[src/cspk_pkg.sv]
package cspk_pkg;

    // Item kinds carried on the input tuser
    localparam logic KIND_BOOT = 1'b0;
    localparam logic KIND_TICK = 1'b1;

    // Boot sources
    localparam logic [1:0] SRC_LONG_PRESS  = 2'd1;
    localparam logic [1:0] SRC_SHORT_PRESS = 2'd2;

    // Logo indexes
    localparam logic [3:0] LOGO_NONE = 4'd0;
    localparam logic [3:0] LOGO_TOP  = 4'd10;
    localparam logic [3:0] LOGO_FULL = 4'd11;
    localparam logic [3:0] LOGO_FAIL = 4'd12;
    localparam logic [3:0] LOGO_LOW  = 4'd13;

    localparam logic [6:0] CAP_FULL     = 7'd100;
    localparam logic [7:0] HOLD_SAT     = 8'd255;

    // Register indexes on the configuration port
    localparam logic [2:0] REG_THRESHOLD    = 3'd0;
    localparam logic [2:0] REG_FAIL_VOLTAGE = 3'd1;
    localparam logic [2:0] REG_POWEROFF     = 3'd2;
    localparam logic [2:0] REG_HOLD         = 3'd3;
    localparam logic [2:0] REG_REFRESH      = 3'd4;

    // Register reset values
    localparam logic [6:0]  RST_THRESHOLD    = 7'd0;
    localparam logic [22:0] RST_FAIL_VOLTAGE = 23'd2000000;
    localparam logic [10:0] RST_POWEROFF     = 11'd1500;
    localparam logic [7:0]  RST_HOLD         = 8'd200;
    localparam logic [5:0]  RST_REFRESH      = 6'd50;

    typedef enum logic [1:0] {
        MODE_CONTINUE = 2'd0,
        MODE_CHARGING = 2'd1,
        MODE_LOW      = 2'd2,
        MODE_FAIL     = 2'd3
    } mode_t;

    typedef struct packed {
        logic [6:0]  power_on_threshold;
        logic [22:0] fail_voltage_uv;
        logic [10:0] poweroff_ticks;
        logic [7:0]  poweron_hold_ticks;
        logic [5:0]  refresh_period;
    } cfg_t;

    typedef struct packed {
        logic        power_key;
        logic [22:0] battery_voltage_uv;
        logic [6:0]  battery_capacity;
        logic        charger_online;
        logic        skip_boot_check;
        logic [1:0]  wake_source;
        logic        kind;
    } item_t;

    typedef struct packed {
        logic       power_on;
        logic       power_off;
        logic [3:0] logo_index;
        logic       show_logo;
        logic [1:0] mode;
    } result_t;

    // Capacity percent to animation frame: tens digit, full at 100 and above
    function automatic logic [3:0] cap_index(input logic [6:0] cap);
        logic [3:0] idx;
        idx = 4'd0;
        for (int i = 1; i <= 10; i++) begin
            if (cap >= 7'(10 * i))
            begin
                idx = 4'(i);
            end
        end
        if (cap >= CAP_FULL)
        begin
            idx = LOGO_FULL;
        end
        return idx;
    endfunction

endpackage

[src/charge_screen_power_key_controller.sv]
// Boot-time charge screen and power key controller. A boot beat (tuser 0)
// picks the mode (continue, charging, low battery, battery fail) from the
// boot source, recovery/reboot flag, charger presence, capacity against
// power_on_threshold and voltage against fail_voltage_uv; it may show a
// fixed logo, start the charging animation or order power off. Tick beats
// (tuser 1, every 10 ms) step the animation each refresh_period, count down
// poweroff_ticks and time the power key: holding it past poweron_hold_ticks
// orders power on, releasing it early orders power off. After power off or
// power on the block is halted and answers every beat with the last mode
// and all other fields zero until reset. Every input beat gives exactly one
// result beat. One beat is accepted per clock while the result side does not
// stall; its result beat is presented after the input register and then the
// state update into the result register, and a stalled result holds the input.
// Registers sit at byte addresses 0x00 threshold, 0x04 fail voltage, 0x08
// power-off ticks, 0x0C hold ticks, 0x10 refresh period, and should be
// written only while no beat is in flight.
module charge_screen_power_key_controller
    import cspk_pkg::*;
(
    input  logic        clk,
    input  logic        rst_n,
    // APB configuration port
    input  logic        psel,
    input  logic        penable,
    input  logic        pwrite,
    input  logic [4:0]  paddr,
    input  logic [31:0] pwdata,
    output logic [31:0] prdata,
    output logic        pready,
    // input stream
    input  logic        s_tvalid,
    output logic        s_tready,
    // wake_source[1:0], skip_boot_check[2], charger_online[3],
    // battery_capacity[10:4], battery_voltage_uv[33:11], power_key[34]
    input  logic [39:0] s_tdata,
    // kind[0]
    input  logic        s_tuser,
    // result stream
    output logic        m_tvalid,
    input  logic        m_tready,
    // mode[1:0], show_logo[2], logo_index[6:3], power_off[7], power_on[8]
    output logic [15:0] m_tdata
);

    cfg_t    cfg;
    item_t   in_item;
    result_t out_result;

    // Unpack the input beat
    always_comb
    begin
        in_item.kind               = s_tuser;
        in_item.wake_source        = s_tdata[1:0];
        in_item.skip_boot_check    = s_tdata[2];
        in_item.charger_online     = s_tdata[3];
        in_item.battery_capacity   = s_tdata[10:4];
        in_item.battery_voltage_uv = s_tdata[33:11];
        in_item.power_key          = s_tdata[34];
    end

    // Pack the result beat
    assign m_tdata = {7'd0, out_result.power_on, out_result.power_off,
                      out_result.logo_index, out_result.show_logo, out_result.mode};

    cspk_regs u_regs (
        .clk     (clk),
        .rst_n   (rst_n),
        .psel    (psel),
        .penable (penable),
        .pwrite  (pwrite),
        .paddr   (paddr),
        .pwdata  (pwdata),
        .prdata  (prdata),
        .pready  (pready),
        .cfg     (cfg)
    );

    cspk_core u_core (
        .clk        (clk),
        .rst_n      (rst_n),
        .cfg        (cfg),
        .in_valid   (s_tvalid),
        .in_ready   (s_tready),
        .in_item    (in_item),
        .out_valid  (m_tvalid),
        .out_ready  (m_tready),
        .out_result (out_result)
    );

endmodule

[src/cspk_regs.sv]
module cspk_regs
    import cspk_pkg::*;
(
    input  logic        clk,
    input  logic        rst_n,
    input  logic        psel,
    input  logic        penable,
    input  logic        pwrite,
    input  logic [4:0]  paddr,
    input  logic [31:0] pwdata,
    output logic [31:0] prdata,
    output logic        pready,
    output cfg_t        cfg
);

    cfg_t       cfg_reg;
    logic       wr_en;
    logic [2:0] reg_sel;

    assign pready  = 1'b1;
    assign wr_en   = psel && penable && pwrite;
    assign reg_sel = paddr[4:2];
    assign cfg     = cfg_reg;

    // Write a register on the access beat
    always_ff @(posedge clk or negedge rst_n)
    begin
        if (!rst_n)
        begin
            cfg_reg.power_on_threshold <= RST_THRESHOLD;
            cfg_reg.fail_voltage_uv    <= RST_FAIL_VOLTAGE;
            cfg_reg.poweroff_ticks     <= RST_POWEROFF;
            cfg_reg.poweron_hold_ticks <= RST_HOLD;
            cfg_reg.refresh_period     <= RST_REFRESH;
        end
        else if (wr_en)
        begin
            unique case (reg_sel)
                REG_THRESHOLD:    cfg_reg.power_on_threshold <= pwdata[6:0];
                REG_FAIL_VOLTAGE: cfg_reg.fail_voltage_uv    <= pwdata[22:0];
                REG_POWEROFF:     cfg_reg.poweroff_ticks     <= pwdata[10:0];
                REG_HOLD:         cfg_reg.poweron_hold_ticks <= pwdata[7:0];
                REG_REFRESH:      cfg_reg.refresh_period     <= pwdata[5:0];
                default:          ;
            endcase
        end
    end

    // Read back the selected register
    always_comb
    begin
        unique case (reg_sel)
            REG_THRESHOLD:    prdata = {25'd0, cfg_reg.power_on_threshold};
            REG_FAIL_VOLTAGE: prdata = {9'd0, cfg_reg.fail_voltage_uv};
            REG_POWEROFF:     prdata = {21'd0, cfg_reg.poweroff_ticks};
            REG_HOLD:         prdata = {24'd0, cfg_reg.poweron_hold_ticks};
            REG_REFRESH:      prdata = {26'd0, cfg_reg.refresh_period};
            default:          prdata = 32'd0;
        endcase
    end

endmodule

[src/cspk_core.sv]
module cspk_core
    import cspk_pkg::*;
(
    input  logic    clk,
    input  logic    rst_n,
    input  cfg_t    cfg,
    input  logic    in_valid,
    output logic    in_ready,
    input  item_t   in_item,
    output logic    out_valid,
    input  logic    out_ready,
    output result_t out_result
);

    // Pipeline registers
    logic    in_valid_reg;
    item_t   item_reg;
    logic    out_valid_reg;
    result_t result_reg;

    // Controller state
    mode_t       mode_reg, mode_next;
    logic        animating_reg, animating_next;
    logic        halted_reg, halted_next;
    logic [3:0]  anim_reg, anim_next;
    logic [5:0]  refresh_reg, refresh_next;
    logic [10:0] countdown_reg, countdown_next;
    logic        armed_reg, armed_next;
    logic [7:0]  hold_reg, hold_next;

    logic        load_out;
    logic        advance;
    logic        stop;
    logic        show;
    logic [3:0]  logo;
    logic        poff;
    logic        pon;
    logic [10:0] countdown_dec;
    logic [6:0]  refresh_inc;
    logic [3:0]  anim_inc;
    logic [7:0]  hold_inc;
    logic [3:0]  cap_idx;
    result_t     result_next;

    assign load_out   = !out_valid_reg || out_ready;
    assign advance    = in_valid_reg && load_out;
    assign in_ready   = !in_valid_reg || load_out;
    assign out_valid  = out_valid_reg;
    assign out_result = result_reg;

    // Input register
    always_ff @(posedge clk or negedge rst_n)
    begin
        if (!rst_n)
        begin
            in_valid_reg <= 1'b0;
        end
        else if (in_ready)
        begin
            in_valid_reg <= in_valid;
        end
    end

    always_ff @(posedge clk)
    begin
        if (in_ready && in_valid)
        begin
            item_reg <= in_item;
        end
    end

    // Result register
    always_ff @(posedge clk or negedge rst_n)
    begin
        if (!rst_n)
        begin
            out_valid_reg <= 1'b0;
        end
        else if (load_out)
        begin
            out_valid_reg <= in_valid_reg;
        end
    end

    always_ff @(posedge clk)
    begin
        if (advance)
        begin
            result_reg <= result_next;
        end
    end

    // Controller state, updated as each item passes
    always_ff @(posedge clk or negedge rst_n)
    begin
        if (!rst_n)
        begin
            mode_reg      <= MODE_CONTINUE;
            animating_reg <= 1'b0;
            halted_reg    <= 1'b0;
            anim_reg      <= 4'd0;
            refresh_reg   <= 6'd0;
            countdown_reg <= 11'd0;
            armed_reg     <= 1'b0;
            hold_reg      <= 8'd0;
        end
        else if (advance)
        begin
            mode_reg      <= mode_next;
            animating_reg <= animating_next;
            halted_reg    <= halted_next;
            anim_reg      <= anim_next;
            refresh_reg   <= refresh_next;
            countdown_reg <= countdown_next;
            armed_reg     <= armed_next;
            hold_reg      <= hold_next;
        end
    end

    assign countdown_dec = countdown_reg - 11'd1;
    assign refresh_inc   = {1'b0, refresh_reg} + 7'd1;
    assign anim_inc      = anim_reg + 4'd1;
    assign hold_inc      = (hold_reg != HOLD_SAT) ? hold_reg + 8'd1 : hold_reg;
    assign cap_idx       = cap_index(item_reg.battery_capacity);

    // Boot decision and tick handling
    always_comb
    begin
        mode_next      = mode_reg;
        animating_next = animating_reg;
        halted_next    = halted_reg;
        anim_next      = anim_reg;
        refresh_next   = refresh_reg;
        countdown_next = countdown_reg;
        armed_next     = armed_reg;
        hold_next      = hold_reg;
        stop = 1'b0;
        show = 1'b0;
        logo = LOGO_NONE;
        poff = 1'b0;
        pon  = 1'b0;

        if (halted_reg)
        begin
            // ignore everything once halted
        end
        else if (item_reg.kind == KIND_BOOT)
        begin
            animating_next = 1'b0;
            mode_next      = MODE_CONTINUE;
            if (!item_reg.skip_boot_check)
            begin
                if (item_reg.charger_online)
                begin
                    if (item_reg.wake_source == SRC_LONG_PRESS)
                    begin
                        if (item_reg.battery_capacity < cfg.power_on_threshold &&
                            item_reg.battery_voltage_uv > cfg.fail_voltage_uv)
                        begin
                            mode_next      = MODE_CHARGING;
                            animating_next = 1'b1;
                            anim_next      = cap_idx;
                            refresh_next   = 6'd0;
                            countdown_next = cfg.poweroff_ticks;
                            armed_next     = 1'b0;
                            hold_next      = 8'd0;
                        end
                    end
                    else if (item_reg.wake_source == SRC_SHORT_PRESS)
                    begin
                        anim_next      = cap_idx;
                        refresh_next   = 6'd0;
                        countdown_next = cfg.poweroff_ticks;
                        armed_next     = 1'b0;
                        hold_next      = 8'd0;
                        if (item_reg.battery_voltage_uv < cfg.fail_voltage_uv)
                        begin
                            mode_next = MODE_FAIL;
                            show      = 1'b1;
                            logo      = LOGO_FAIL;
                        end
                        else
                        begin
                            mode_next      = MODE_CHARGING;
                            animating_next = 1'b1;
                        end
                    end
                end
                else
                begin
                    if (item_reg.wake_source == SRC_LONG_PRESS)
                    begin
                        if (item_reg.battery_capacity < cfg.power_on_threshold)
                        begin
                            mode_next      = MODE_LOW;
                            anim_next      = cap_idx;
                            refresh_next   = 6'd0;
                            countdown_next = cfg.poweroff_ticks;
                            armed_next     = 1'b0;
                            hold_next      = 8'd0;
                            show           = 1'b1;
                            logo           = LOGO_LOW;
                        end
                    end
                    else if (item_reg.wake_source == SRC_SHORT_PRESS)
                    begin
                        poff        = 1'b1;
                        halted_next = 1'b1;
                    end
                end
            end
        end
        else if (animating_reg)
        begin
            // countdown expiry wins over everything on this tick
            countdown_next = countdown_dec;
            if (countdown_dec == 11'd0)
            begin
                poff = 1'b1;
                stop = 1'b1;
            end
            else if (refresh_reg == 6'd0)
            begin
                if (!item_reg.charger_online)
                begin
                    poff = 1'b1;
                    stop = 1'b1;
                end
                else
                begin
                    show = 1'b1;
                    logo = anim_reg;
                    if (anim_reg != LOGO_FULL)
                    begin
                        anim_next = (anim_inc > LOGO_TOP) ? cap_idx : anim_inc;
                    end
                end
            end

            // advance refresh and time the power key
            if (!stop)
            begin
                refresh_next = (refresh_inc > {1'b0, cfg.refresh_period}) ?
                               6'd0 : refresh_inc[5:0];
                if (armed_reg)
                begin
                    if (item_reg.power_key)
                    begin
                        hold_next = hold_inc;
                        if (hold_inc > cfg.poweron_hold_ticks)
                        begin
                            pon  = 1'b1;
                            stop = 1'b1;
                        end
                    end
                    else
                    begin
                        poff = 1'b1;
                        stop = 1'b1;
                    end
                end
                else if (item_reg.power_key)
                begin
                    countdown_next = cfg.poweroff_ticks;
                    armed_next     = 1'b1;
                    hold_next      = 8'd0;
                end
            end

            if (stop)
            begin
                halted_next    = 1'b1;
                animating_next = 1'b0;
            end
        end
    end

    // Assemble the result beat
    always_comb
    begin
        result_next.mode       = mode_next;
        result_next.show_logo  = show;
        result_next.logo_index = logo;
        result_next.power_off  = poff;
        result_next.power_on   = pon;
    end

endmodule

[config.mk]
export PLATFORM = sky130hd
export DESIGN_NAME = charge_screen_power_key_controller
export DESIGN_NICKNAME = d
export VERILOG_FILES = /design/src/cspk_pkg.sv /design/src/charge_screen_power_key_controller.sv /design/src/cspk_regs.sv /design/src/cspk_core.sv
export SDC_FILE = /design/constraint.sdc
export NUM_CORES = 1
export LEC_CHECK = 0
export BUFFER_PORTS_ARGS = -buffer_cell sky130_fd_sc_hd__buf_2
export CAP_MARGIN = 15
export CORE_ASPECT_RATIO = 1.25
export CORE_MARGIN = 2
export CORE_UTILIZATION = 29
export DETAILED_ROUTE_END_ITERATION = 7
export GPL_TIMING_DRIVEN = 0
export SLEW_MARGIN = 20
export SYNTH_ARGS = -nofsm -noshare
export SYNTH_HDL_FRONTEND = slang
export SYNTH_SLANG_ARGS = --single-unit
[constraint.sdc]
create_clock -name clk -period 3 [get_ports clk]
set_input_delay 0.3 -clock clk [delete_from_list [all_inputs] [get_ports clk]]
set_output_delay 0.3 -clock clk [all_outputs]
set_load 0.02 [all_outputs]
==> results.txt, run 1 <==
In the final routed layout, each cell accounts on average for 16.7 um. The number of distinct library cells after synthesis came out at 68. Global routing used 15.5% of the available tracks. The x dimension of the die is 152 um. The Yosys step of the flow raised 0 warnings. The endpoint arrival time on the critical path is 3.27 ns. For this design the ratio of total power to cell area is 728 nW/um^2. The number of design-rule violations left by the first detailed-router iteration came out at 451. The synthesized design contains 45 enable-type register cells.

CTS placed an instance of sky130_fd_sc_hd__clkbuf_16 at the clock tree root. On the worst path, the slowest cell contributes a delay of 0.51 ns. The number of setup violations in the final report is 0. For this block, the routed nets add up to 22100 um of wire. The share of layout cells above drive strength 1 came out at 28.4%. The via count of the first global-routing pass is 6391. The hold slack came out at 0.0531 ns. The maximum number of pins on one net before global-route repair came out at 76.

The clock reaches the later pin of the worst-skew pair after 0.42 ns. The number of pins with negative max-slew slack in the final report is 0. The final weighted congestion of routability-driven global placement is 0.856. Summing the sequential cell areas from Yosys gives 46.3% of the chip area. The mean cell area of the mapped netlist is 9.86 sq um. The initial antenna violation count is 0. The post-synthesis async set-or-reset flop share came out at 66.9%. The run finished with clean final reports. For this run, the detailed router's first-pass iteration total came to 4. The cell area that synthesis handed to floorplanning was 7900 sq um.

By area the synthesized netlist is led by sky130_fd_sc_hd__dfrtp_1 23%, sky130_fd_sc_hd__edfxtp_1 17%, sky130_fd_sc_hd__ha_1 8.4%. OpenSTA, run right after detailed placement, puts the worst setup slack at -0.897 ns. No sink is reached through more buffers than the 2 on the longest clock path. The final count of hold timing violations is 0.

On the critical path, the stage with the largest delay is an instance of sky130_fd_sc_hd__or4b_4. Setup repair after global routing could not meet its margin everywhere. The count of mapped cells out of synthesis came out at 801. After synthesis the netlist holds a flip-flop and latch count of 136. The part of the cycle the worst path needs came out at 98.9%. The total congestion overflow after global routing came out at 0.

The total of max-cap violations is 0. The worst hold path belongs to the class in -> reg. For this configuration, the core starts out at a cell density of 29.4%. The core area came out at 26800 sq um. The post-route antenna net violation count is 0.

Broken down by cell family, the worst path's largest delay share belongs to compound AO/OA/AOI/OAI gates. The maximum resistive drop on vdd is 414 uV. The number of clock sinks came out at 136. The highest achievable clock rate came out at 337 MHz.

TritonCTS built the clock tree. The first global-routing pass estimated 33900 um of wire. For this run, design rule violations remaining after detail routing come to 0. Walking the worst path, the cells encountered are inv_2 > ha_4 > or4b_4 > xnor2_2 > o31a_4 > o311ai_4 > o22ai_2 > and3_4 > buf_8 > mux2_4. The critical path data required time came out at 3.30 ns. The number of buffers inserted by port buffering came out at 102. The final antenna diode count is 0. The type of destination of the critical path is a flip-flop.

The routed layout has 6541 vias. The clock transition at the registers of the reported paths came out at 0.06 ns. Summed over all instances, the cell type with the most area after synthesis is sky130_fd_sc_hd__dfrtp_1. Using the TritonRoute via totals, the vias-per-cell ratio works out to 4.95. The final-layout fill cell count came out at 2696. For the pin with the worst max-slew slack, the measured transition is 0.932 ns. Row generation in the floorplan step produced 67 rows. Among all flip-flop cells after synthesis, the most frequent one is sky130_fd_sc_hd__dfrtp_1.

STA classifies the critical path startpoint as a flip-flop. The HPWL after detailed placement came out at 16600 um. The number of flip-flops in the largest register is 55. The I/O pin count is 136. The register-to-register setup slack came out at 0.03 ns. The post-layout instance count excluding filler cells came out at 1321. In this run, placement finished with an instance count of 1265.

The area growth from synthesis to layout is 26.5%. The critical path buffer and inverter count came out at 2. The relative slew slack is 37.3%. The worst setup path is of the reg -> reg kind. The smallest clock period supported by the final layout is computed as 2.97 ns. In the post-synthesis netlist, the cell with the most instances is sky130_fd_sc_hd__inv_1.

The share of the synthesized area in the top cell type came out at 22.5%. Clock tree synthesis inserted a total of 17 buffers. The number of levels the H-tree was split into is 4. The die covers 28600 sq um. Sorting the synthesized cells by how often they occur yields 75 x sky130_fd_sc_hd__inv_1, 71 x sky130_fd_sc_hd__dfrtp_1, 69 x sky130_fd_sc_hd__nand2_1. Measured along the y axis, the die boundary spans 188 um. The static power due to leakage is 0.00449 uW.

The least setup slack across all paths after layout is 0.0317 ns. Along the worst path, the maximum fanout reaches 8. The worst clock skew on the final layout is 0.0125 ns. The final layout contains 1101 nets.
-- metal layers --
metal	track usage, %	part of all wire [%]	wire length, um	vias up
li1	-	-	-	3152
met1	19.0	41	9150	3163
met2	26.9	52	11400	187
met3	2.62	3.6	794	39
met4	6.27	3.0	669	0
met5	0	0	0	-
-- report_power, final --
part           internal, uW  leakage (uW)  switching [uW]  total, uW
clock network          1120      0.000253             792       1910
logic                  1140       0.00274            1420       2560
registers              2390       0.00150             425       2810
-- path summary, 6_finish.rpt --
kind,start,depth (start not counted),to
setup / recovery,u_core.countdown_reg[0],10,u_core.hold_reg[0]
hold / removal,s_tdata[9],1,u_core.item_reg[10]
setup reg to reg,u_core.countdown_reg[0],10,u_core.hold_reg[0]
hold reg to reg,u_core.mode_reg[1],2,u_core.mode_reg[1]
max in group asynchronous,rst_n,3,u_regs.cfg[45]
min in group asynchronous,rst_n,2,u_core.mode_reg[0]
-- worst reg2reg max path, cell delays in order, from the launching register on --
cell and delay (ns):
sky130_fd_sc_hd__dfrtp_2 0.46, sky130_fd_sc_hd__inv_2 0.10, sky130_fd_sc_hd__ha_4 0.16, sky130_fd_sc_hd__or4b_4 0.51, sky130_fd_sc_hd__xnor2_2 0.16, sky130_fd_sc_hd__o31a_4 0.38
sky130_fd_sc_hd__o311ai_4 0.31, sky130_fd_sc_hd__o22ai_2 0.14, sky130_fd_sc_hd__and3_4 0.20, sky130_fd_sc_hd__buf_8 0.13, sky130_fd_sc_hd__mux2_4 0.29
-- placed cells by master (no fill, tap or decap), types with 30 or more instances in the layout --
master	n
sky130_fd_sc_hd__o21ai_0	62
sky130_fd_sc_hd__nor2_1	60
sky130_fd_sc_hd__buf_4	43
sky130_fd_sc_hd__edfxtp_1	45
sky130_fd_sc_hd__nand2_1	69
sky130_fd_sc_hd__inv_1	69
sky130_fd_sc_hd__mux2i_1	30
sky130_fd_sc_hd__buf_2	101
sky130_fd_sc_hd__dfrtp_1	66
sky130_fd_sc_hd__ha_1	47
-- layout make-up --
type                    instances  area [sq um]  share of cell area [%]
well taps                     345           432                    4.32
multi-input cells             555          4040                    40.4
plain buffers                  45           282                    2.82
inverters                      77           289                    2.89
clock buffers                  20           437                    4.37
flip-flops and latches        136          3660                    36.6
clock inverters                12          85.1                   0.852
repair buffers                131           769                    7.70
-- cells by family (layout without fill, tap and decap cells) --
kind of cell,count (synthesis),after routing,synth area share (%)
AND/OR/NAND/NOR,246,246,15.3
AO/OA/AOI/OAI,171,171,13.9
flip-flops,136,136,46.3
buffers and inverters,125,285,6.89
multiplexers,57,57,7.89
adder cells (fa/ha/maj),53,53,8.40
XOR/XNOR,11,11,1.22
other,2,17,0.0951
-- timing repair --
action / CTS / global route
pin swaps: 7 / 18
setup buffers: 11 / 15
setup endpoints to repair: 39 / 33
endpoints found under the hold margin: 16 / 0
hold buffers: 1 / 0
resized for setup: 21 / 50
-- through the flow --
stage	TNS [ns]	total power (uW)	area (sq um)	util (%)
after floorplan	0	4330	7950	-
after global placement	-15.44	4940	8890	33.2
after detailed placement	-16.06	5020	8950	33.4
after CTS	0	7050	9640	35.9
after global routing	-0.423	7770	9990	37.2
final	0	7280	9990	37.2
(Power assumes the default switching activity.)
==> run 2, diff against run 1 <==
clock period = 3.4 ns   (was 3 ns; I/O delays follow)
==> results.txt, run 2 (synthesized netlist as in run 1, its figures left out) <==
The routing usage on met3 came out at 2.59%. The leading cell type in the layout, fill and taps excluded is sky130_fd_sc_hd__buf_2. The number of buffers on the longest clock path came out at 2. For the pin with the worst max-slew slack, the measured transition is 0.926 ns. The post-placement cell area is 8950 sq um. In this run the remaining antenna-violating nets after routing total 0. The first routing iteration left 450 violations. The highest achievable clock rate is 305 MHz. The floorplan die height is 188 um.

Walking the worst path, the cells encountered are inv_1 > ha_1 > or4b_1 > clkbuf_1 > xnor2_1 > o31a_2 > o31ai_4 > inv_2 > o211ai_4 > mux2_1. The final period demand of the worst path came out at 3.28 ns. The via density per instance came out at 4.89. For this run, the slowest stage of the critical path takes 0.46 ns. The number of buffers created by CTS came out at 17. The number of rows in the core area is 67. The via count of the first global-routing pass is 6314.

Power spread over the standard cell area amounts to 643 nW/um^2. The total of max-cap violations is 0. The share of layout cells above drive strength 1 is 22.4%. The DRC violations left came out at 0. The first TritonRoute pass finished after 4 iterations. The first-pass GRT wire length is 33600 um.

The number of setup violations in the final report came out at 0. The master cell of the clock root buffer is sky130_fd_sc_hd__clkbuf_16. The routing usage on met1 is 18.9%.

The maximum number of pins on one net before global-route repair is 76. Net switching is 36.0% of the power. TritonCTS built the clock tree. The final count of hold timing violations is 0. The number of clock sinks is 136. The core area is 26800 sq um. The flow ran to the end, and the final reports show no timing, DRC or antenna violations. 136 I/O pins were placed. The total routing usage reported by global routing is 15.4%.

The endpoint arrival time on the critical path came out at 3.58 ns. During placement, the flow inserted port buffers numbering 102. The number of pins with negative max-slew slack in the final report came out at 0. The register with the most flip-flops in the layout has 55 of them. The slowest stage of the critical path belongs to the cell sky130_fd_sc_hd__or4b_1. The post-layout instance count excluding filler cells came out at 1297. The final antenna diode count is 0. Wires add up to 21400 um. The starting density of the core is 29.4%. The final-layout fill cell count is 2742. With fillers left out, the area of the finished cells amounts to 9540 sq um. For met2 alone, demand over resource in global routing was 26.6%. The path class of the tightest hold or removal check is in -> reg.

The worst setup path is captured at a flip-flop. The hold slack came out at 0.0838 ns. For this design the static power due to leakage is 0.00430 uW. The proportion of power drawn by combinational gates is 32.5%. The relative slew slack is 37.7%. The share of total power in sequential cells came out at 40.0%.

Detailed routing inserted a total of 6339 vias. The x dimension of the die is 152 um. The total negative slack is 0 ns. The total instance count after detailed placement is 1265. The critical path data required time came out at 3.70 ns. The net switching power figure came out at 2210 uW. The die covers 28600 sq um. The maximum resistive drop on vdd came out at 360 uV.

The number of buffers inserted to repair setup after CTS came out at 0. Per report_power, the clock group accounts for 27.5% of the total. The initial antenna violation count was 0. The most used routing layer in global routing is met2. The overall power of the completed layout came out at 6130 uW. The clock tree synthesis step divided the H-tree into 4 levels. The part of the cycle the worst path needs is 96.4%.

For the worst-skew pair, the clock arrives at the later sink with an insertion delay of 0.43 ns. The area added between synthesis and finish came out at 20.8%. The final weighted congestion of routability-driven global placement came out at 0.856. The HPWL after detailed placement is 16600 um.

Summed over all layers, the global routing overflow is 0. Clock-pin slew was measured on the worst setup and hold paths at 0.06 ns. The setup path with the least slack is of type reg -> reg. The routed wirelength normalized by instance count came out at 16.5 um. The design internal power came out at 3920 uW. Leaving out fill and tap cells, the most frequent cells in the layout are 104 x sky130_fd_sc_hd__buf_2, 75 x sky130_fd_sc_hd__inv_1, 71 x sky130_fd_sc_hd__dfrtp_1.

The largest fanout on the critical path came out at 7. Between clock sinks in the finished design, the worst skew comes to 0.0194 ns. The startpoint kind of the worst setup timing path is a flip-flop. The register-to-register setup slack is 0.12 ns. The number of nets in the layout came out at 1077.
[run 2: layout make-up]
type / count / area [sq um] / share of cell area, %
repair buffers: 105 / 574 / 6.02
well taps: 345 / 432 / 4.53
clock buffers: 20 / 437 / 4.58
clock inverters: 12 / 85.1 / 0.892
inverters: 77 / 289 / 3.03
multi-input cells: 555 / 3810 / 39.9
flip-flops and latches: 136 / 3650 / 38.3
plain buffers: 47 / 260 / 2.73
[run 2: layer usage]
metal	vias up	wire (um)
met5	-	0
met4	0	625
met3	30	699
met2	140	10900
met1	3063	9160
li1	3106	-
[run 2: repair_timing]
| item | 4_1_cts | 5_1_grt |
|---|---|---|
| gates resized for setup | 5 | 13 |
| endpoints found under the setup margin | 18 | 20 |
| pin swaps | 0 | 1 |
| hold endpoints to repair | 16 | 0 |
| hold buffers | 1 | 0 |
[run 2: worst max-delay path, delay by kind of cell, from the launching register on]
| kind | cells | cell delay (ns) |
|---|---|---|
| AOI/OAI and AO/OA | 3 | 1.05 |
| xor gates and xnor gates | 1 | 0.16 |
| adders and majority gates | 1 | 0.24 |
| buffers and inverters | 3 | 0.43 |
| DFF | 1 | 0.45 |
| muxes | 1 | 0.36 |
| and+or+nand+nor | 1 | 0.46 |
[run 2: worst paths after layout]
path / endpoint / cells past startpoint / start
max: u_core.refresh_reg[0] / 10 / u_core.countdown_reg[0]
min: u_core.item_reg[23] / 1 / s_tdata[22]
max reg2reg: u_core.refresh_reg[0] / 10 / u_core.countdown_reg[0]
min reg2reg: u_core.mode_reg[1] / 2 / u_core.mode_reg[1]
max in group asynchronous: u_regs.cfg[45] / 3 / rst_n
min in group asynchronous: u_core.mode_reg[0] / 2 / rst_n
[run 2: power by group through the flow]
stage / clock, uW / combinational (uW) / sequential [uW]
6_report: 1680 / 2000 / 2450
5_1_grt: 1800 / 2260 / 2500
4_1_cts: 1720 / 1990 / 2440
3_5_place_dp: 0 / 1960 / 2460
3_3_place_gp: 0 / 1910 / 2460
2_1_floorplan: 0 / 1470 / 2360
[run 2: per-stage QoR]
step / worst slack (ns) / util (%)
floorplan: 0.510 / -
global placement: -0.514 / 33.2
detailed placement: -0.497 / 33.4
CTS: 0.0135 / 35.4
global route: -0.00518 / 35.6
finish: 0.122 / 35.6
